**config.mk**
```make
export PLATFORM = sky130hd
export DESIGN_NAME = dagrc_front
export DESIGN_NICKNAME = d
export VERILOG_FILES = /design/src/hw/rtl/dagrc_pkg.sv /design/src/hw/rtl/dagrc_front.sv
export SDC_FILE = /design/constraint.sdc
export NUM_CORES = 1
export LEC_CHECK = 0
export BUFFER_PORTS_ARGS = -buffer_cell sky130_fd_sc_hd__buf_2
export CAP_MARGIN = 20
export CORE_MARGIN = 4
export CORE_UTILIZATION = 34
export DETAILED_ROUTE_END_ITERATION = 16
export GPL_ROUTABILITY_DRIVEN = 0
export PLACE_DENSITY = 0.8
export SLEW_MARGIN = 30
export SYNTH_ARGS = -nofsm -noshare
export SYNTH_HDL_FRONTEND = slang
export SYNTH_SLANG_ARGS = --single-unit
```
**constraint.sdc**
```tcl
create_clock -name clk -period 2.2 [get_ports clk]
set_input_delay 0.22 -clock clk [delete_from_list [all_inputs] [get_ports clk]]
set_output_delay 0.22 -clock clk [all_outputs]
set_load 0.005 [all_outputs]
```
**src/hw/rtl/dagrc_pkg.sv**
```systemverilog
// Shared types, constants and helpers for the reachability closure block.
package dagrc_pkg;

  localparam int MAX_NODES   = 64;
  localparam int ROW_W       = 64;
  localparam int NODE_W      = 6;
  localparam int CNT_W       = 7;
  localparam int NODE_AW     = (MAX_NODES > 1) ? $clog2(MAX_NODES) : 1;
  localparam int QUEUE_DEPTH = 2;
  localparam int CFG_AW      = 3;
  localparam int CFG_DW      = 32;

  localparam logic [1:0] MODE_ADD   = 2'd0;
  localparam logic [1:0] MODE_READ  = 2'd1;
  localparam logic [1:0] MODE_CLEAR = 2'd2;

  localparam logic REG_NODE_COUNT = 1'b0;

  localparam logic [CNT_W-1:0] NODE_COUNT_RST = CNT_W'(MAX_NODES);

  typedef enum logic [2:0] {
    OP_ADD,
    OP_REJECT,
    OP_READ,
    OP_RANGE,
    OP_CLEAR,
    OP_NONE
  } op_t;

  typedef struct packed {
    op_t               op;
    logic [NODE_W-1:0] src;
    logic [NODE_W-1:0] dst;
    logic [ROW_W-1:0]  mask;
  } qentry_t;

  typedef struct packed {
    logic    empty;
    qentry_t head;
  } qstat_t;

  // Ones in every bit below the node count.
  function automatic logic [ROW_W-1:0] count_mask(input logic [CNT_W-1:0] c);
    logic [ROW_W-1:0] m;
    m = '0;
    for (int j = 0; j < ROW_W; j++) begin
      m[j] = (CNT_W'(j) < c);
    end
    return m;
  endfunction

endpackage

```
**src/hw/rtl/dagrc_front.sv**
```systemverilog
// Front end: node count register, APB access, item acceptance and classification.
module dagrc_front (
  input  logic                           clk,
  input  logic                           rst_n,
  input  logic                           cfg_psel,
  input  logic                           cfg_penable,
  input  logic                           cfg_pwrite,
  input  logic [dagrc_pkg::CFG_AW-1:0]   cfg_paddr,
  input  logic [dagrc_pkg::CFG_DW-1:0]   cfg_pwdata,
  output logic [dagrc_pkg::CFG_DW-1:0]   cfg_prdata,
  output logic                           cfg_pready,
  input  logic                           in_valid,
  output logic                           in_stall,
  input  logic [1:0]                     in_mode,
  input  logic [dagrc_pkg::NODE_W-1:0]   in_source_node,
  input  logic [dagrc_pkg::NODE_W-1:0]   in_successor_node,
  input  logic                           q_full,
  output logic                           q_push,
  output dagrc_pkg::qentry_t             q_entry
);
  import dagrc_pkg::*;

  logic [CNT_W-1:0] node_count_r, node_count_nxt;
  logic [CNT_W-1:0] cnt_eff;
  logic             reg_hit;
  logic             src_bad, dst_bad;
  op_t              op;

  assign reg_hit    = (cfg_paddr[2] == REG_NODE_COUNT);
  assign cfg_pready = 1'b1;
  assign cfg_prdata = reg_hit ? CFG_DW'(node_count_r) : '0;

  always_comb begin
    node_count_nxt = node_count_r;
    if (cfg_psel && cfg_penable && cfg_pwrite && reg_hit) begin
      node_count_nxt = cfg_pwdata[CNT_W-1:0];
    end
  end

  // Clamp the count into one to the table size.
  always_comb begin
    if (node_count_r == '0) begin
      cnt_eff = CNT_W'(1);
    end else if (node_count_r > CNT_W'(MAX_NODES)) begin
      cnt_eff = CNT_W'(MAX_NODES);
    end else begin
      cnt_eff = node_count_r;
    end
  end

  assign src_bad = ({1'b0, in_source_node} >= cnt_eff);
  assign dst_bad = ({1'b0, in_successor_node} >= cnt_eff);

  always_comb begin
    case (in_mode)
      MODE_ADD: begin
        if (src_bad || dst_bad) begin
          op = OP_RANGE;
        end else if (in_successor_node >= in_source_node) begin
          op = OP_REJECT;
        end else begin
          op = OP_ADD;
        end
      end
      MODE_READ:  op = src_bad ? OP_RANGE : OP_READ;
      MODE_CLEAR: op = OP_CLEAR;
      default:    op = OP_NONE;
    endcase
  end

  assign in_stall      = q_full;
  assign q_push        = in_valid && !q_full;
  assign q_entry.op    = op;
  assign q_entry.src   = in_source_node;
  assign q_entry.dst   = in_successor_node;
  assign q_entry.mask  = count_mask(cnt_eff);

  always_ff @(posedge clk) begin
    if (!rst_n) begin
      node_count_r <= NODE_COUNT_RST;
    end else begin
      node_count_r <= node_count_nxt;
    end
  end

endmodule

```
==> results of run 1 <==
-- kinds of logic after synthesis --
kind of cell | Yosys count | synth area share, %
adders and majority gates | 18 | 12.9
AOI/OAI and AO/OA | 70 | 23.9
other | 2 | 0.429
and+or+nand+nor | 84 | 25.1
DFF | 7 | 8.00
muxes | 7 | 4.00
buffers and inverters | 77 | 25.7
-- synthesized netlist by cell type (all sizes together) (3+ instances only) --
cell type,instances
o21bai,10
nand3,6
nor2b,19
clkbuf,8
o21ai,28
dfxtp,7
buf,49
ha,18
nor3,3
nor2,18
inv,20
mux2i,7
or2,3
o211ai,3
nand2b,7
nand2,24
a21oi,17
a21o,5
-- worst max-delay path by stage --
stage	slack, ps	from	to
floorplan	80	node_count_r[1]	q_entry[76]
global placement	-30	node_count_r[2]	q_entry[76]
detailed placement	-120	node_count_r[2]	q_entry[76]
CTS	-280	node_count_r[3]	q_entry[76]
global route	-390	node_count_r[2]	q_entry[76]
finish	-210	node_count_r[2]	q_entry[76]
-- layout by cell type (no fill, tap or decap), drive strengths merged, types with 3 or more instances in the layout --
| cell | Yosys | routed |
|---|---|---|
| buf | 49 | 137 |
| o21ai | 28 | 28 |
| conb | 2 | 27 |
| nand2 | 24 | 24 |
| inv | 20 | 20 |
| nor2b | 19 | 19 |
| ha | 18 | 18 |
| nor2 | 18 | 18 |
| a21oi | 17 | 17 |
| o21bai | 10 | 10 |
| nand2b | 7 | 7 |
| mux2i | 7 | 7 |
| dfxtp | 7 | 7 |
| nand3 | 6 | 6 |
| a21o | 5 | 5 |
| clkbuf | 8 | 4 |
| o211ai | 3 | 3 |
| or2 | 3 | 3 |
| nor3 | 3 | 3 |
-- stage by stage --
stage | cell area (um^2) | util [%]
after floorplan | 1850 | -
final | 2380 | 49.0
after global placement | 2270 | 46.9
after CTS | 2350 | 48.4
after detailed placement | 2270 | 46.9
after global routing | 2380 | 49.0
-- power by group through the flow --
stage	Combinational [W]	Sequential [W]	Clock [W]
6_report	0.000218	0.000133	0.000181
5_1_grt	0.000247	0.000133	0.000193
4_1_cts	0.000214	0.000133	0.000187
3_5_place_dp	0.000209	0.000135	0
3_3_place_gp	0.000204	0.000135	0
2_1_floorplan	0.000159	0.000134	0
-- final cells by class --
cell class / count / area share, %
repair buffers: 137 / 31.3
well taps: 67 / 3.53
inverters: 20 / 3.16
clock buffers: 4 / 1.89
multi-input cells: 206 / 54.1
flip-flops and latches: 7 / 6.00
-- worst max-delay path, stage by stage, from the launching register on --
cell and delay [ps]:
dfxtp_2 320, nor3_2 190, a21oi_1 80, or2_1 250
inv_2 100, ha_4 200, nor2b_2 110, o21ai_1 80
a21oi_2 140, o211ai_1 130, o221a_1 230, buf_2 120
-- metal layers --
metal / global-route usage [%] / vias up / wire (um)
met5: 0 / - / 0
met4: 5.57 / 0 / 91
met3: 2.48 / 8 / 591
met2: 31.2 / 97 / 2800
met1: 19.9 / 933 / 2210
li1: - / 1038 / -
-- what timing repair did --
| item | 4_1_cts | 5_1_grt |
|---|---|---|
| hold buffers | 0 | 0 |
| setup buffers | 2 | 1 |
| pin swaps | 9 | 9 |
| resized for setup | 6 | 4 |
| endpoints found under the setup margin | 2 | 2 |
==> flow_summary.toml, run 1 <==
[die]
fp-row-count = 25
die_area_um2 = 6360
boundaryPins = 170
start_util_pct = 36.1
die_x_um = 79.8
core-area_um2 = 4850
die_h_um = 79.8

[power_and_ir_drop]
power.leakage_nw = 1.09
finalPower_w = 0.000532
p_comb_share_pct = 40.9
swShare_pct = 32.5
p_int_w = 0.000359
seqPwrFrac_pct = 25.0
p_clk_share_pct = 34.1
p_sw_w = 0.000173
ir_worst_vdd_mv = 0.388
p_per_area_nw_per_um2 = 224

[route]
ant_nets = 0
routed_wirelength_um = 5700
drc = 0
drtPass1Iterations = 4
vias = 2076
wire_per_inst_um = 12.9
drt_iter0_drc = 107
vias_per_cell = 4.71

[final_layout]
regMostFlops = "node_count_r"
largestRegisters = "node_count_r: 7 flops"
areaGrowthSynthToFinish_pct = 35.7
n_antenna_cell = 0
multi_input_area_um2 = 1290
nFillCells = 493
largest_reg_flops = 7
nets = 449
instances_no_fill = 441
regArea_um2 = 143
drive_gt1_share_pct = 41.4

[timing]
skew_ps = 0
fin_crit_sh_pct = 110
setup_viol = 2
fin_ws_ps = -212
slew_viol_final = 0
final_hold_viol_count = 0
rsz0062_at_grt = "true"
max-slew-margin-rel_pct = 66.0
worst_pin_slew_ps = 508
period_needed_ps = 2410
fmaxAchievable_mhz = 415
fin_hold_ws_ps = 216
finalSetupTns_ps = -381

[yosys]
synth-async-reset-ratio_pct = 0
synth_top_area_share_pct = 17.6
synth_edf_count = 0
yosys.area.top_type = "buf_4"
yosys-top-cells-area = "buf_4 18%, ha_1 13%, dfxtp_1 8.0%"
postSynthCellCount = 265
syn_area_per_cell_um2 = 6.61
ys_warn_count = 0
ys_seq_area_share_pct = 8.00
synthDistinctLibCells = 35
ys.flop_type = "dfxtp_1"
synth_area_um2 = 1750
synth-seq-cells = 7

[global_routing]
antenna_found_initial = 0
grt_first_pass_wirelength_um = 8850
grt_max_degree = 19
track_usage_pct = 17.0
gr-total-overflow = 0
grt_pass1_vias = 1943

[status]
status = "finished, violations left"
violations = "negative setup slack"

[placement]
io_buffers = 115
dp_cells = 434
place_ws_ps = -123
place_hpwl_um = 4690

[setup_path]
cp-end-kind = "output port"
crit_path_start_kind = "flop"
timing.rr.end = "node_count_r[6]"
crit_required_ps = 1980
critPathMaxFanout = 3
regToRegStartpoint = "node_count_r[6]"
critPathArrivalTime_ps = 2190
crit_type = "reg -> out"
r2r_cells = 3
reg2reg_slack_ps = 1260

[clock_network]
clockBufferDepth = 2
numClockSinks = 7
cts_tree = "yes"
numCtsBuffers = 3
path_clk_slew_ps = 40
htree_levels = 1
clk_latency_ps = 230
cts_root_buf = "clkbuf_8"

[min_path]
hold_start = "rst_n"
hold_class = "in -> reg"
min_to = "node_count_r[6]"
hold_path_depth = 2

[run]
cap_violations = 0
Note: power is estimated with default switching activity, not from simulation.
==> run 2: changes to the inputs <==
- SKIP_CTS_REPAIR_TIMING: not set -> 1
==> flow_summary.toml, run 2 (same netlist as run 1, synthesis figures left out) <==
[status]
status = "finished, violations left"
violations = "negative setup slack"

[timing]
setup_viol = 2
rsz0062_at_grt = "true"
worst_pin_slew_ps = 502
fin_crit_sh_pct = 109
fmaxAchievable_mhz = 418
skew_ps = 0
max-slew-margin-rel_pct = 66.4
finalSetupTns_ps = -362
final_hold_viol_count = 0
fin_ws_ps = -194
period_needed_ps = 2390
slew_viol_final = 0

[setup_path]
crit_path_start_kind = "flop"
critical_path.max_stage_delay_ps = 320
crit_required_ps = 1980
crit_family = "compound AO/OA/AOI/OAI gates"
critical_path_buf_inv_count = 2
crit_type = "reg -> out"
cp-end-kind = "output port"
cp_slowest_cell = "dfxtp_2"
critPathMaxFanout = 3
cp-startpoint = "node_count_r[3]"
regToRegStartpoint = "node_count_r[6]"
critPathArrivalTime_ps = 2170
path_cells = "nor3_2 -> a21oi_1 -> or2_1 -> inv_2 -> ha_4 -> nor2b_4 -> o21ai_2 -> a21oi_2 -> o211ai_1 -> o221a_1 -> buf_2"

[global_routing]
gr-total-overflow = 0
grt_first_pass_wirelength_um = 8700
grt_pass1_vias = 1905
antenna_found_initial = 0
grt_max_degree = 19
track_usage_pct = 16.7

[die]
die_area_um2 = 6360
core-area_um2 = 4850
die_x_um = 79.8
start_util_pct = 36.1
boundaryPins = 170
die_h_um = 79.8
fp-row-count = 25

[final_layout]
final_cell_mix = "115 x buf_2, 27 x conb_1, 24 x nand2_1, 24 x o21ai_0, 20 x buf_4"
largestRegisters = "node_count_r: 7 flops"
n_antenna_cell = 0
instances_no_fill = 439
regMostFlops = "node_count_r"
areaGrowthSynthToFinish_pct = 34.4
nets = 447
drive_gt1_share_pct = 40.9
mostFrequentLayoutCell = "buf_2"
largest_reg_flops = 7

[clock_network]
cts_root_buf = "clkbuf_8"
clockBufferDepth = 2
clk_latency_ps = 230
numCtsBuffers = 3
path_clk_slew_ps = 40
numClockSinks = 7
htree_levels = 1
cts_tree = "yes"

[placement]
place_hpwl_um = 4690
dp_cells = 434
io_buffers = 115

[power_and_ir_drop]
ir_worst_vdd_mv = 0.388
p_per_area_nw_per_um2 = 225
p_comb_share_pct = 40.7
seqPwrFrac_pct = 25.1
p_sw_w = 0.000173
swShare_pct = 32.5
p_clk_share_pct = 34.2
finalPower_w = 0.000530
p_int_w = 0.000358
power.leakage_nw = 1.08

[route]
drtPass1Iterations = 4
drt_iter0_drc = 108
ant_nets = 0
drc = 0
vias = 2053
wire_per_inst_um = 12.9
routed_wirelength_um = 5640
vias_per_cell = 4.68

[min_path]
hold_start = "rst_n"
hold_class = "in -> reg"

[run]
cap_violations = 0
-- run 2: worst reg2reg max path, cell delays in order (launching register included) --
cell and delay, ps:
dfxtp_1 440, buf_4 260, mux2i_1 100, nand2_1 80
-- run 2: path summary, 6_finish.rpt --
path / endpoint / slack (ps) / depth (start not counted)
max: q_entry[76] / -190 / 11
min: node_count_r[6] / 220 / 2
max reg2reg: node_count_r[6] / 1260 / 3
min reg2reg: node_count_r[0] / 730 / 3
-- run 2: power groups by stage --
stage	clock [W]	sequential, W	combinational (W)
after global routing	0.000193	0.000133	0.000246
after CTS	0.000187	0.000133	0.000210
after global placement	0	0.000135	0.000204
final	0.000182	0.000133	0.000216
after floorplan	0	0.000134	0.000159
after detailed placement	0	0.000135	0.000209
-- run 2: metal layers --
| metal | routed length (um) | share of wire, % | GRT usage [%] | vias to the layer above |
|---|---|---|---|---|
| met4 | 91 | 1.6 | 5.24 | 0 |
| met5 | 0 | 0 | 0 | - |
| met2 | 2750 | 49 | 30.5 | 94 |
| li1 | - | - | - | 1034 |
| met1 | 2230 | 40 | 19.9 | 917 |
| met3 | 577 | 10 | 2.37 | 8 |
-- run 2: area by class of cell --
| class | count | area [um^2] |
|---|---|---|
| inverters | 20 | 75.1 |
| fillers | 488 | 2490 |
| multi-input cells | 206 | 1280 |
| repair buffers | 135 | 726 |
| flip-flops and latches | 7 | 141 |
| clock buffers | 4 | 45.0 |
| well taps | 67 | 83.8 |
-- run 2: stage by stage --
stage | instance area, um^2 | setup WS (ps) | utilization (%) | hold slack [ps]
floorplan | 1850 | 77.8 | - | 282
detailed placement | 2270 | -123 | 46.9 | 450
global placement | 2270 | -30.4 | 46.9 | 444
global route | 2350 | -373 | 48.5 | 237
CTS | 2320 | -382 | 47.8 | 211
finish | 2350 | -194 | 48.5 | 216
