===== src/hw/rtl/dagrc_pkg.sv =====
// Shared types, constants and helpers for the reachability closure block.
package dagrc_pkg;

  localparam int MAX_NODES   = 64;
  localparam int ROW_W       = 64;
  localparam int NODE_W      = 6;
  localparam int CNT_W       = 7;
  localparam int NODE_AW     = (MAX_NODES > 1) ? $clog2(MAX_NODES) : 1;
  localparam int QUEUE_DEPTH = 2;
  localparam int CFG_AW      = 3;
  localparam int CFG_DW      = 32;

  localparam logic [1:0] MODE_ADD   = 2'd0;
  localparam logic [1:0] MODE_READ  = 2'd1;
  localparam logic [1:0] MODE_CLEAR = 2'd2;

  localparam logic REG_NODE_COUNT = 1'b0;

  localparam logic [CNT_W-1:0] NODE_COUNT_RST = CNT_W'(MAX_NODES);

  typedef enum logic [2:0] {
    OP_ADD,
    OP_REJECT,
    OP_READ,
    OP_RANGE,
    OP_CLEAR,
    OP_NONE
  } op_t;

  typedef struct packed {
    op_t               op;
    logic [NODE_W-1:0] src;
    logic [NODE_W-1:0] dst;
    logic [ROW_W-1:0]  mask;
  } qentry_t;

  typedef struct packed {
    logic    empty;
    qentry_t head;
  } qstat_t;

  // Ones in every bit below the node count.
  function automatic logic [ROW_W-1:0] count_mask(input logic [CNT_W-1:0] c);
    logic [ROW_W-1:0] m;
    m = '0;
    for (int j = 0; j < ROW_W; j++) begin
      m[j] = (CNT_W'(j) < c);
    end
    return m;
  endfunction

endpackage


===== src/hw/rtl/dagrc_queue.sv =====
// Short FIFO between the classifying front end and the executing back end.
module dagrc_queue (
  input  logic               clk,
  input  logic               rst_n,
  input  logic               push,
  input  dagrc_pkg::qentry_t push_entry,
  output logic               full,
  input  logic               pop,
  output dagrc_pkg::qstat_t  stat
);
  import dagrc_pkg::*;

  localparam int PW = (QUEUE_DEPTH > 1) ? $clog2(QUEUE_DEPTH) : 1;
  localparam int CW = $clog2(QUEUE_DEPTH + 1);

  qentry_t         slot_r [QUEUE_DEPTH];
  logic [PW-1:0]   wptr_r, wptr_nxt;
  logic [PW-1:0]   rptr_r, rptr_nxt;
  logic [CW-1:0]   count_r, count_nxt;
  logic            do_push, do_pop;

  assign full       = (count_r == CW'(QUEUE_DEPTH));
  assign stat.empty = (count_r == '0);
  assign stat.head  = slot_r[rptr_r];
  assign do_push    = push && !full;
  assign do_pop     = pop && !stat.empty;

  always_comb begin
    wptr_nxt  = wptr_r;
    rptr_nxt  = rptr_r;
    count_nxt = count_r;
    if (do_push) begin
      wptr_nxt = (wptr_r == PW'(QUEUE_DEPTH - 1)) ? '0 : wptr_r + 1'b1;
    end
    if (do_pop) begin
      rptr_nxt = (rptr_r == PW'(QUEUE_DEPTH - 1)) ? '0 : rptr_r + 1'b1;
    end
    if (do_push && !do_pop) begin
      count_nxt = count_r + 1'b1;
    end else if (do_pop && !do_push) begin
      count_nxt = count_r - 1'b1;
    end
  end

  always_ff @(posedge clk) begin
    if (!rst_n) begin
      wptr_r  <= '0;
      rptr_r  <= '0;
      count_r <= '0;
    end else begin
      wptr_r  <= wptr_nxt;
      rptr_r  <= rptr_nxt;
      count_r <= count_nxt;
    end
    if (do_push) begin
      slot_r[wptr_r] <= push_entry;
    end
  end

endmodule


===== config.mk =====
export PLATFORM = sky130hd
export DESIGN_NAME = dagrc_queue
export DESIGN_NICKNAME = d
export VERILOG_FILES = /design/src/hw/rtl/dagrc_pkg.sv /design/src/hw/rtl/dagrc_queue.sv
export SDC_FILE = /design/constraint.sdc
export NUM_CORES = 1
export LEC_CHECK = 0
export BUFFER_PORTS_ARGS = -buffer_cell sky130_fd_sc_hd__buf_2
export CAP_MARGIN = 20
export CORE_MARGIN = 8
export CORE_UTILIZATION = 49
export CTS_CLUSTER_SIZE = 16
export DETAILED_ROUTE_END_ITERATION = 10
export MAX_ROUTING_LAYER = met4
export PLACE_DENSITY = 0.85
export SLEW_MARGIN = 20
export SYNTH_ARGS = -nofsm -noshare
export SYNTH_HDL_FRONTEND = slang
export SYNTH_SLANG_ARGS = --single-unit

===== constraint.sdc =====
create_clock -name clk -period 7.9 [get_ports clk]
set_input_delay 0.79 -clock clk [delete_from_list [all_inputs] [get_ports clk]]
set_output_delay 0.79 -clock clk [all_outputs]
set_load 0.02 [all_outputs]

==> results of run 1 <==
## power groups by stage
stage / clock (uW) / combinational [uW] / sequential (uW)
3_5_place_dp: 0 / 644 / 1200
4_1_cts: 892 / 647 / 1180
3_3_place_gp: 0 / 636 / 1190
6_report: 875 / 672 / 1150
2_1_floorplan: 0 / 499 / 1140
5_1_grt: 927 / 715 / 1160
## logic make-up (layout without fill, tap and decap cells)
family,count (synthesis),in the layout
muxes,79,79
xor gates and xnor gates,3,3
and+or+nand+nor,9,9
DFF,163,163
buffers and inverters,11,200
AOI/OAI and AO/OA,5,5
adders and majority gates,1,1
## stage by stage
step / area, um2 / power (uW) / hold WS (ns)
floorplan: 5970 / 1630 / 0.483
global placement: 6930 / 1820 / 0.500
detailed placement: 6930 / 1840 / 0.513
CTS: 7570 / 2720 / 0.520
global route: 7610 / 2800 / 0.547
finish: 7610 / 2690 / 0.521
## worst max-delay path: stages, from the launching register on
cell and delay [ns]:
dfxtp_4 0.70, buf_12 0.31, mux2_2 0.38, buf_2 0.17
## registers in the layout, summed over array words and instances (netlist names), named ones only
register  cells
rptr_r        1
count_r       2
slot_r      158
wptr_r        1
## layer usage
layer	up-vias	wire [um]	track usage (%)
met5	-	0	-
met1	1468	4570	15.5
met4	0	171	6.23
li1	1424	-	-
met2	109	5660	23.2
met3	14	693	4.78
## cell usage in the layout (no fill, tap or decap), types with 2 or more instances in the layout
cell type / instances
clkbuf_1: 3
clkinv_2: 3
bufinv_16: 5
nor2_1: 2
edfxtp_1: 158
buf_2: 163
clkbuf_16: 17
clkinvlp_4: 2
buf_12: 2
dfxtp_1: 4
mux2_4: 10
and2_1: 3
xnor2_1: 2
clkbuf_8: 2
mux2_2: 69
## final timing paths
path / from / to / slack, ns
hold / removal: count_r[1] / count_r[1] / 0.52
setup reg to reg: count_r[0] / slot_r[0][21] / 5.34
hold reg to reg: count_r[1] / count_r[1] / 0.52
setup / recovery: register / stat[63] / 5.11
## synth_stat cells, drive strengths merged
cell and number:
nor2 2, o21ai 2, nor3 1, o21a 1, and3 1, mux2 79, inv 2, edfxtp 158
xor2 1, xnor2 2, nand2b 1, or3 1, buf 9, ha 1, dfxtp 5, a21boi 2
and2 3
## area by class of cell
class	instances	area, um2
Tap cell	147	184
Fill cell	849	4350
Multi-Input combinational cell	97	1060
Clock buffer	22	464
Inverter	2	7.51
Sequential cell	163	4850
Timing Repair Buffer	166	863
Clock inverter	10	180
==> results by group, run 1 <==
Floorplanning
  • Initial Utilization: approximately half
  • Die height: around 130 um
  • Site Rows: 40
  • Core Box Area: ~0.012 mm2
  • Die Wd: ~130 um
  • Full die area: around 0.016 mm2
  • I/O pin count: 164

Power
  • Clock power frac: around 33%
  • Maximum vdd drop: around 200 uV
  • Internal Pwr Total: ~1900 uW
  • Logic pwr share: approximately a quarter
  • Net Sw Power: 748 uW
  • Power density cells: 354 mW/mm2
  • Sw Ratio: 27.8%
  • Flop pwr share: 42.6%
  • Leakage: about 0.0029 uW

Global route
  • Antenna violations before repair: 0
  • First-pass GRT wire length: approximately 17000 um
  • Pin count of the biggest net entering global routing: 80
  • Total GRT Usage: between 10 and 15%
  • Vias in the first global route: around 3400
  • Grt total ovfl: 0

Timing
  • Final Worst Setup Slack: slightly above 5 ns
  • RSZ-0062 raised after global routing: no
  • Final min period: between 2 and 3 ns
  • Endpoints failing hold: 0
  • Final setup viols: 0
  • Fin Clk Skew: roughly 0.0052 ns
  • Worst relative slew slack: a little over two fifths
  • Fmax: about 360 MHz
  • TNS Setup: 0 ns
  • Slew Viols, Final: 0
  • Actual transition at the worst max-transition pin: approximately 0.86 ns
  • Tcrit/Tclk final: a little over a third

Routing
  • Vias: 3015
  • Vias/cell: roughly 5.0
  • Final antenna-violating net count: 0
  • Drt pass-1 iters: 4
  • Drt wl/cell: between 15 and 20 um
  • Initial DRC Count: about 160
  • WL final: ~11000 um
  • Residual DRC: 0

Hold path
  • Worst Hold Class: register to register
  • Hold depth: 2

Logic synthesis
  • Seq/Total Area, Yosys: a little over 80%
  • Synth top area share: around four fifths
  • Seq cells post-synth: ~160
  • Xor and xnor area share after synthesis: less than 1%
  • Mapped Cells: approximately 270
  • Post-Syn Area per Cell: between 20 and 25 um2
  • Cell taking the most area after synthesis: edfxtp_1
  • Adder-cell share of the synthesized area: less than 1%
  • Top cells by area, synth: edfxtp_1, mux2_2, mux2_4
  • Synth Area in Compound Gates: less than 1%
  • Mapped cell area: a little under 0.006 mm2
  • Distinct cells, synth: 22
  • Largest family of logic cells by synthesized area: multiplexers
  • Synth warnings: 0
  • Simple-Gate Fraction of Synth Area: less than 1%
  • Syn Nets: between 300 and 400
  • Post-synthesis mux area share: ~16%

Clock network
  • Clock Latency Late Sink: around 0.41 ns
  • Postcts setup bufs: 0
  • Htree depth: 4
  • Clock Sinks: about 160
  • Post-cts sizing count: 0
  • CTS Buf Count: 17
  • # hold bufs at CTS: 0
  • CTS tree: built
  • CTS Buffer Depth: 2
  • Root Driver: clkbuf_16
  • Clock-pin slew on the worst setup and hold paths: roughly 0.060 ns

Layout
  • Final Non-Filler Cells: between 600 and 700
  • Layout cells sized above 1: 60.4%
  • Final Util: about 64%
  • Layout Area Growth over Synthesis: 27.5%
  • Layout Nets: 531
  • N_diodes: 0

Setup path
  • Crit path max fanout: 40
  • Worst path arrival time: roughly 2.0 ns
  • CP Class: register to output pin
  • Worst setup SP type: register
  • Critical Path End Type: output pin
  • Critical Path RT: between 7 and 8 ns
  • R2r worst-path depth: 4

Placed design
  • DP Worst Slack: approximately 4.9 ns
  • Final HPWL DP: ~7500 um
  • Placer Congestion: about 0.72
  • I/O Buffers: around 160
  • Dpl cells: around 570

Run
  • Max-cap check violation count: 0

Status
  • Outcome: complete, no violations
No activity file was read; power rests on OpenSTA's default activity.
==> run 2: changes to the inputs <==
--- a/config.mk
+++ b/config.mk
@@ -8,11 +8,11 @@
 export BUFFER_PORTS_ARGS = -buffer_cell sky130_fd_sc_hd__buf_2
 export CAP_MARGIN = 20
 export CORE_MARGIN = 8
-export CORE_UTILIZATION = 49
+export CORE_UTILIZATION = 47
 export CTS_CLUSTER_SIZE = 16
 export DETAILED_ROUTE_END_ITERATION = 10
 export MAX_ROUTING_LAYER = met4
-export PLACE_DENSITY = 0.85
+export PLACE_DENSITY = 0.86
 export SLEW_MARGIN = 20
 export SYNTH_ARGS = -nofsm -noshare
 export SYNTH_HDL_FRONTEND = slang
==> constraint.sdc (replaced) <==
create_clock -name clk -period 2.3 [get_ports clk]
set_input_delay 0.23 -clock clk [delete_from_list [all_inputs] [get_ports clk]]
set_output_delay 0.23 -clock clk [all_outputs]
set_load 0.02 [all_outputs]
==> run 2 against run 1 <==
Against the previous run:
- sequential cell count is the same
- routed wire length grew 17%
- hold slack lost 0.50 ns
- critical endpoint is now stat[5]
- worst setup slack lost 4.8 ns
- clock skew shrank 0.0011 ns
==> results by group, run 2 (synthesized netlist as in run 1, its figures left out) <==
Status
  • Outcome: complete, no violations

Clock network
  • CTS Buf Count: 17
  • Clock Latency Late Sink: roughly 0.42 ns
  • CTS Buffer Depth: 2
  • CTS tree: built
  • Root Driver: clkbuf_16
  • Postcts setup bufs: 0
  • Htree depth: 4
  • Post-cts sizing count: 0
  • Clock Sinks: 163
  • Clock-pin slew on the worst setup and hold paths: approximately 0.060 ns

Routing
  • Drt wl/cell: around 18 um
  • Vias/cell: roughly 4.7
  • Residual DRC: 0
  • WL final: 13000 um
  • Drt pass-1 iters: 4
  • Initial DRC Count: approximately 160
  • Final antenna-violating net count: 0
  • Vias: approximately 3300

Floorplanning
  • Initial Utilization: about 48%
  • I/O pin count: ~160
  • Die height: roughly 130 um
  • Core Box Area: 0.0125 mm2
  • Site Rows: around 40
  • Die Wd: approximately 130 um
  • Full die area: 0.0166 mm2

Global route
  • Grt total ovfl: 0
  • First-pass GRT wire length: between 15000 and 20000 um
  • Vias in the first global route: between 3000 and 4000
  • Total GRT Usage: between 15 and 20%
  • Antenna violations before repair: 1
  • Pin count of the biggest net entering global routing: 80

Timing
  • Actual transition at the worst max-transition pin: about 0.46 ns
  • Worst relative slew slack: between 60 and 70%
  • Final min period: just under 2 ns
  • Endpoints failing hold: 0
  • Slew Viols, Final: 0
  • RSZ-0062 raised after global routing: no
  • Final setup viols: 0
  • TNS Setup: 0 ns
  • Tcrit/Tclk final: approximately 86%
  • Fin Clk Skew: ~0.0041 ns
  • Fmax: roughly 500 MHz

Placed design
  • Final HPWL DP: between 7000 and 8000 um
  • I/O Buffers: between 150 and 200
  • Placer Congestion: 0.710
  • Area post-placement: about 0.007 mm2

Layout
  • Layout cells sized above 1: 52.5%
  • Layout Area Growth over Synthesis: 40.2%
  • Final Util: 66.9%
  • Layout Nets: approximately 610
  • Leading cell type in the layout, fill and taps excluded: buf_2
  • Max reg flops: 158
  • Commonest cells after routing, fill and taps aside: buf_2, edfxtp_1, dlygate4sd3_1
  • Biggest register: slot_r
  • Biggest regs: slot_r (158), count_r (2)
  • Design Area, Final: ~0.0084 mm2

Setup path
  • Worst reg2reg path endpoint: slot_r[0][49]
  • R2r worst-path depth: 4
  • Slowest CP cell: mux2_2
  • Top Family by Delay on Critical Path: buffers and inverters
  • CP bufs+invs: 2
  • CP Class: register to output pin
  • Critical Path End Type: output pin
  • Critical Path RT: 2.07 ns
  • Worst reg2reg path startpoint: count_r[0]
  • Crit path max fanout: between 70 and 80
  • Max incr delay on CP: 0.40 ns
  • Setup crit end: stat[5]
  • R2r setup slk: between 0.7 and 0.8 ns
  • Worst path arrival time: approximately 1.8 ns
  • Worst setup SP type: register
  • WP depth: 3
  • CP cell instances: buf_12 -> mux2_2 -> buf_2

Power
  • Maximum vdd drop: ~900 uV
  • Power density cells: between 1000 and 1500 mW/mm2
  • Leakage: between 0.003 and 0.004 uW

Run
  • Max-cap check violation count: 0

Hold path
  • Worst Hold Class: primary input to register
[run 2: cell types whose count changed in the layout (fill, tap and decap cells not counted), moves of 2 or more]
cell,delta
buf_12,+2
bufinv_16,-3
clkbuf_1,-2
clkbuf_8,-2
clkinv_1,+2
clkinv_4,+4
dlygate4sd3_1,+75
[run 2: timing repair]
action,4_1_cts,5_1_grt
hold buffers,71,4
setup endpoints to repair,0,0
endpoints found under the hold margin,140,8
[run 2: metrics by stage]
step	setup WS, ns	total power, uW	hold slack, ns	cells
4_1_cts	0.299	9210	0.000242	705
3_5_place_dp	0.697	6410	0.423	602
3_3_place_gp	0.737	6340	0.419	602
5_1_grt	0.237	9510	0.000172	710
6_report	0.316	9130	0.0184	710
2_1_floorplan	-0.617	5620	0.329	271
[run 2: worst min-delay path by stage]
stage                   startpoint             to  slack (ns)  cells past startpoint
floorplan            push_entry[0]   slot_r[0][0]        0.33                      0
global placement    push_entry[31]  slot_r[0][31]        0.42                      1
detailed placement  push_entry[60]  slot_r[1][60]        0.42                      1
CTS                 push_entry[64]  slot_r[1][64]      0.0002                      1
global route        push_entry[11]  slot_r[1][11]      0.0002                      1
finish              push_entry[11]  slot_r[1][11]        0.02                      1
[run 2: power breakdown]
group / internal, uW / switching [uW] / total (uW) / leakage [uW]
registers: 3740 / 115 / 3850 / 0.00152
logic: 1090 / 1510 / 2600 / 0.00138
clock network: 1590 / 1090 / 2680 / 0.000279
[run 2: routing by layer]
metal	vias to the layer above	wire length, um	part of all wire, %	GRT usage, %
li1	1583	-	-	-
met1	1626	5030	39	16.9
met2	112	7020	54	28.6
met3	19	756	5.8	5.79
met4	0	192	1.5	5.81
met5	-	0	0	-
[run 2: final cells by class]
class,instances,area (um2)
Fill cell,846,4150
Antenna cell,1,2.50
Clock inverter,14,139
Inverter,2,10.0
Sequential cell,163,4850
Clock buffer,18,429
Timing Repair Buffer,243,1650
Multi-Input combinational cell,97,1070
Tap cell,172,215
